**src/rtl/szd_pkg.sv**
```systemverilog
// Shared types and constants for the SZDD/LZSS decoder.
// Used by the controller, the datapath and the top level; depends on nothing.
package szd_pkg;

	typedef enum logic [1:0] {
		KIND_DATA    = 2'd0,
		KIND_HDR_OK  = 2'd1,
		KIND_HDR_BAD = 2'd2
	} kind_t;

	localparam logic [3:0] MAGIC_LEN  = 4'd9;
	localparam logic [3:0] LEN_FIRST  = 4'd10;
	localparam logic [3:0] HDR_LAST   = 4'd13;
	localparam logic [3:0] FLAG_COUNT = 4'd8;
	localparam logic [4:0] MATCH_MIN  = 5'd3;
	localparam logic [7:0] SPACE_CHAR = 8'h20;
	localparam int         WP_BACK    = 16;

	typedef struct packed {
		logic       load_in;
		logic       clear;
		logic       acc_len;
		logic [1:0] acc_idx;
		logic       load_flags;
		logic       shift_flag;
		logic       load_match_lo;
		logic       start_copy;
		logic       rd;
		logic       wr_copy;
		logic       emit_lit;
		logic       emit_hdr_ok;
		logic       emit_hdr_bad;
	} cmd_t;

	typedef struct packed {
		logic [7:0] byte_q;
		logic       flag_bit;
		logic       copy_last;
		logic       out_free;
	} sts_t;

	function automatic logic [7:0] magic_byte(input logic [3:0] idx);
		logic [7:0] b;
		case (idx)
			4'd0: b = 8'h53;
			4'd1: b = 8'h5A;
			4'd2: b = 8'h44;
			4'd3: b = 8'h44;
			4'd4: b = 8'h88;
			4'd5: b = 8'hF0;
			4'd6: b = 8'h27;
			4'd7: b = 8'h33;
			4'd8: b = 8'h41;
			default: b = 8'h00;
		endcase
		return b;
	endfunction

endpackage

```
**src/rtl/szd_ctrl.sv**
```systemverilog
// Controller of the decoder: input handshake, header and token parsing,
// and match copy sequencing. Uses szd_pkg; drives the datapath by commands.
module szd_ctrl (
	input  logic          clk,
	input  logic          arst_n,
	input  logic          in_valid,
	input  logic          in_start,
	output logic          in_ready,
	input  szd_pkg::sts_t sts,
	output szd_pkg::cmd_t cmd
);
	import szd_pkg::*;

	typedef enum logic [1:0] {
		S_IDLE,
		S_DECODE,
		S_READ,
		S_WRITE
	} state_t;

	typedef enum logic [1:0] {
		PH_HEADER,
		PH_DATA,
		PH_MATCH_HI,
		PH_REJECTED
	} phase_t;

	state_t     state_q, state_d;
	phase_t     phase_q, phase_d;
	logic [3:0] hc_q, hc_d;
	logic [3:0] flags_left_q, flags_left_d;
	logic       accept;

	assign accept   = in_valid && (state_q == S_IDLE);
	assign in_ready = (state_q == S_IDLE);

	always_comb begin
		cmd          = '0;
		state_d      = state_q;
		phase_d      = phase_q;
		hc_d         = hc_q;
		flags_left_d = flags_left_q;
		unique case (state_q)
			S_IDLE: begin
				if (accept) begin
					cmd.load_in = 1'b1;
					state_d     = S_DECODE;
					if (in_start) begin
						cmd.clear    = 1'b1;
						phase_d      = PH_HEADER;
						hc_d         = 4'd0;
						flags_left_d = 4'd0;
					end
				end
			end
			S_DECODE: begin
				if (sts.out_free) begin
					state_d = S_IDLE;
					unique case (phase_q)
						PH_HEADER: begin
							if (hc_q < MAGIC_LEN && sts.byte_q != magic_byte(hc_q)) begin
								cmd.emit_hdr_bad = 1'b1;
								phase_d          = PH_REJECTED;
							end else begin
								if (hc_q >= LEN_FIRST) begin
									cmd.acc_len = 1'b1;
									cmd.acc_idx = 2'(hc_q - LEN_FIRST);
								end
								hc_d = hc_q + 4'd1;
								if (hc_q == HDR_LAST) begin
									cmd.emit_hdr_ok = 1'b1;
									phase_d         = PH_DATA;
									flags_left_d    = 4'd0;
								end
							end
						end
						PH_DATA: begin
							if (flags_left_q == 4'd0) begin
								cmd.load_flags = 1'b1;
								flags_left_d   = FLAG_COUNT;
							end else if (sts.flag_bit) begin
								cmd.emit_lit   = 1'b1;
								cmd.shift_flag = 1'b1;
								flags_left_d   = flags_left_q - 4'd1;
							end else begin
								cmd.load_match_lo = 1'b1;
								phase_d           = PH_MATCH_HI;
							end
						end
						PH_MATCH_HI: begin
							cmd.start_copy = 1'b1;
							state_d        = S_READ;
						end
						PH_REJECTED: begin
							state_d = S_IDLE;
						end
					endcase
				end
			end
			S_READ: begin
				cmd.rd  = 1'b1;
				state_d = S_WRITE;
			end
			S_WRITE: begin
				if (sts.out_free) begin
					cmd.wr_copy = 1'b1;
					if (sts.copy_last) begin
						cmd.shift_flag = 1'b1;
						flags_left_d   = flags_left_q - 4'd1;
						phase_d        = PH_DATA;
						state_d        = S_IDLE;
					end else begin
						state_d = S_READ;
					end
				end
			end
		endcase
	end

	always_ff @(posedge clk or negedge arst_n) begin
		if (!arst_n) begin
			state_q      <= S_IDLE;
			phase_q      <= PH_HEADER;
			hc_q         <= 4'd0;
			flags_left_q <= 4'd0;
		end else begin
			state_q      <= state_d;
			phase_q      <= phase_d;
			hc_q         <= hc_d;
			flags_left_q <= flags_left_d;
		end
	end

endmodule

```
**config.mk**
```make
export PLATFORM = sky130hd
export DESIGN_NAME = szd_ctrl
export DESIGN_NICKNAME = d
export VERILOG_FILES = /design/src/rtl/szd_pkg.sv /design/src/rtl/szd_ctrl.sv
export SDC_FILE = /design/constraint.sdc
export NUM_CORES = 1
export LEC_CHECK = 0
export ABC_AREA = 1
export BUFFER_PORTS_ARGS = -buffer_cell sky130_fd_sc_hd__buf_2
export CAP_MARGIN = 20
export CORE_AREA = 2 2 53 55
export DETAILED_ROUTE_END_ITERATION = 12
export DIE_AREA = 0 0 55 57
export PLACE_DENSITY = 0.78
export SLEW_MARGIN = 25
export SYNTH_ARGS = -nofsm -noshare
export SYNTH_HDL_FRONTEND = slang
export SYNTH_SLANG_ARGS = --single-unit
```
**constraint.sdc**
```tcl
create_clock -name clk -period 3.3 [get_ports clk]
set_input_delay 0.495 -clock clk [delete_from_list [all_inputs] [get_ports clk]]
set_output_delay 0.495 -clock clk [all_outputs]
set_load 0.1 [all_outputs]
```
# Word level (Yosys, flattened, before mapping)
# Memory sizes are Yosys's and may differ from the RTL's.
# Index checks and enable logic that the tools add are counted.
# word_totals
romBits,128
output_inout_bits,15
mem_count,1
reg_bits,12
# mem_list
name,words,word_bits,rd,rd_clocked_by_memory_dff,write_ports,line_no,rtl
(no name shown),16,8,1,0,0,szd_pkg.sv:44,case (idx)
# op_classes
magnitude_cmp,2
eq_ne,21
add_sub_neg,3
n_mux,64
n_reduce_logical,11
# ops
operator,n
2-to-1 mux 4 bit,13
2-to-1 mux 2 bit,19
2-to-1 mux 8 bit,3
AND reduction 10 bit,2
2-to-1 mux 3 bit,6
case mux 4 bit (2 select lines),2
2-to-1 mux 1 bit,15
"inequality test 3 bit, second input constant",4
case mux 4 bit (3 select lines),1
"inequality test 2 bit, second input constant",5
"inequality test 4 bit, second input constant",2
inequality test 8 bit,1
case mux 2 bit (4 select lines),1
2-to-1 mux 7 bit,1
"equality test 2 bit, second input constant",3
case mux 2 bit (3 select lines),1
AND reduction 6 bit,1
"adder 4 x 1 -> 4 bit, second input constant",1
"equality test 2 x 1 -> 1 bit, second input constant",2
"equality test 4 bit, second input constant",1
"greater-or-equal comparator 4 bit, second input constant",1
logical NOT 2 bit,2
logical NOT 4 bit,1
"< comparator 4 bit, second input constant",1
10 further kinds,12

# Logic depth before layout (Yosys ltp)
# logic_depth
depth_word,10
mapped_depth,15
depth_no_buf,15

# Worst setup path before layout
# OpenSTA, ideal clock, no wires.
# synth_path
path_kind,register to output
start,register flags_left_q[0]
end,output cmd[2] (netlist bit)
arrival_time_ns,3.567
setup_slack_ns,-0.762
t_required_ns,2.805
n_path_buf,0
path_stages_with_launch,6
cell_sequence,dfrtp_1 inv_1 ha_1 nand3_1 inv_1 nor4_1
# synth_rtl
element,line_no,rtl
start: declaration,szd_ctrl.sv:31,"logic [3:0] flags_left_q, flags_left_d;"
start signal: assignment,szd_ctrl.sv:130,flags_left_q <= flags_left_d;
end: declaration,szd_ctrl.sv:10,output szd_pkg::cmd_t cmd

==> metrics.txt <==
most used cell, CP=nand2_1; synthesis-to-layout area growth=17.59%; Die Wd=55 µm; crit path cell chain=inv_1 > ha_1 > nand2_1 > nand2_1 > nand2_1 > nor2_2 > nand2_1 > nor2_2 > nand3_2 > nand2_2 > nand3_1 > nor2_1 > buf_2; post-CTS setup buffer count=0; CTS tree=done; vias in the first global route=1,113; P per Cell Area=1008 mW/mm²; FMAX=0.3281 GHz; Seq/Total Area, Yosys=24.27%; minimum period implied by the final worst setup slack=3.048 ns; Slew HR=67.68%; Synth Register Bits=12; DR vias=1,258; Worst-Skew Late Latency=0.28 ns; Fillers=277; max-cap violation count=0; global route total overflow=0; DIE HEIGHT=57 µm; first-pass GRT wire length=4457 µm; layout cells sized above 1=26.70%; initial DRC count=35; FF-to-FF setup slack=1.35 ns; worst vdd ir=0.6304 mV; worst-path fanout max=8; Critical R2R Capture=hc_q[2]; arrival time at the worst endpoint=2.55 ns; RSZ-0062 raised after global routing=false; synthesized area per cell=6.513 µm²; Post-Synthesis Cells=190; setup total negative slack=0 ns; Required @ worst endpoint=2.80 ns; final net count=246; Final ANT Viol Nets=0; # diodes=0; skew final=0.001607 ns; most common cell after layout, fill and taps aside=nand2_1; Levels on crit path=13; hold crit path type=in -> async; total power=1467 µW; CTS Buf Count=3; Core Area=0.002615 mm²; Starting Density=47.32%; largest net degree at the start of global routing=15; CP peak stage delay=0.49 ns; Leak=0.0008467 µW; Final GP Congestion=0.7368; Worst R2R Start=hc_q[1]; Avg WL per Cell=10.30 µm; vias per cell=4.992; Top Family by Delay on Critical Path=simple AND/OR/NAND/NOR gates; Clock transition at path regs=0.08 ns; detailed placement HPWL=2053 µm; Hold Buf Count CTS=0; buffer and inverter count on the worst path=2; IO Port Bufs=29; critical path class=reg -> out; Hold Vio Cnt, Final=0; Synth cell types=32; Worst path slowest cell=dfrtp_1; IO Count=30; synth warn=0; Total GRT Usage=18.75%; CP endpoint kind=output port; clk sinks=12; final worst-path cycle share=92.36%; setup violators final=0; most frequent cells in the layout=nand2_1, buf_2, inv_1, nor2_1, nand3_1; CTS Buffer Depth=2; status=complete, no violations; area of the mapped netlist=0.001237 mm²; Worst-Margin Slew=0.4881 ns; Pins Over Slew Limit=0; DR DRC count=0; Die ar.=0.003135 mm²; clock root buffer=clkbuf_4; drt pass-1 iters=4; Worst setup SP type=flop; PostCTS Resize Cnt=0; worst r2r path cells=13; number of antenna violations at the first check in global routing=0; number of H-tree levels=1; # rows=19; Post-Route WL=2595 µm; Post-Syn Nets=214
==> power by group <==
part           switching, µW  internal [µW]
registers               90.5            215
logic                    741            302
clock network           52.7           67.1
==> routing by layer <==
| layer | vias up | GRT usage (%) | wire [µm] |
|---|---|---|---|
| li1 | 669 | - | - |
| met1 | 559 | 24.41 | 1192 |
| met2 | 25 | 32.48 | 1270 |
| met3 | 5 | 1.571 | 100 |
| met4 | 0 | 5.226 | 31 |
| met5 | - | 0 | 0 |
==> cells in the mapped netlist <==
cell type | count | area, µm²
nand2_1 | 54 | 202.7
clkinv_1 | 1 | 3.750
a21oi_1 | 3 | 15.01
dfrtp_1 | 12 | 300.3
a31oi_1 | 1 | 6.260
nor2_2 | 3 | 18.77
buf_6 | 1 | 11.26
and2_1 | 1 | 6.260
nor2_1 | 18 | 67.56
nor3_1 | 2 | 10.01
inv_4 | 2 | 12.51
buf_4 | 1 | 7.510
nand3b_1 | 1 | 7.510
o21ai_1 | 6 | 30.03
inv_1 | 25 | 93.84
nand3_1 | 17 | 85.08
nor2_4 | 1 | 11.26
nand2_4 | 1 | 11.26
o21ai_2 | 1 | 8.760
xnor2_1 | 1 | 8.760
nor3_4 | 1 | 16.27
nor4_1 | 1 | 6.260
ha_1 | 9 | 112.6
nand2_2 | 7 | 43.79
o21ai_0 | 3 | 15.01
o22ai_1 | 2 | 12.51
nand3_2 | 2 | 20.02
xor2_1 | 2 | 17.52
nand3b_4 | 1 | 20.02
nand4_1 | 4 | 25.02
inv_2 | 4 | 15.01
a22oi_1 | 2 | 15.01
==> area by class of cell <==
class	instances	area, µm²	area share [%]
clock buffer	4	36.28	2.494
inverter	32	125.1	8.598
multi-input combinational	144	809.5	55.63
sequential	12	300.3	20.64
tap	31	38.79	2.666
timing repair buffer	29	145.1	9.974
==> state kept, by name, summed over array words and instances (netlist names) <==
name	cells
phase_q	2
state_q	2
hc_q	4
flags_left_q	4
==> per-stage QoR <==
stage,cells,instance area [µm²],utilization [%],setup slack (ns),hold slack (ns)
finish,252,1455,55.65,0.2520,0.08302
global route,252,1455,55.65,0.03859,0.1032
CTS,252,1455,55.65,0.2673,0.09385
detailed placement,248,1419,54.26,0.5832,0.3914
global placement,248,1419,54.26,0.6488,0.3924
floorplan,190,1254,-,-0.008395,0.1994
==> worst max path at each step <==
stage	endpoint	from	slack, ns
after floorplan	cmd[13]	state_q[0]	-0.008
after global placement	cmd[10]	hc_q[1]	0.65
after detailed placement	cmd[9]	hc_q[1]	0.58
after CTS	cmd[9]	hc_q[1]	0.27
after global routing	cmd[10]	hc_q[1]	0.04
final	cmd[9]	hc_q[1]	0.25
==> cell families (layout without fill, tap and decap cells) <==
kind of cell	Yosys count	count (layout)	share of synthesized area [%]
compound gates	18	18	8.291
xor+xnor	3	3	2.124
fa+ha+maj	9	9	9.100
buf+inv	34	65	11.63
flops	12	12	24.27
simple gates	114	114	44.59
(Power assumes the default switching activity.)
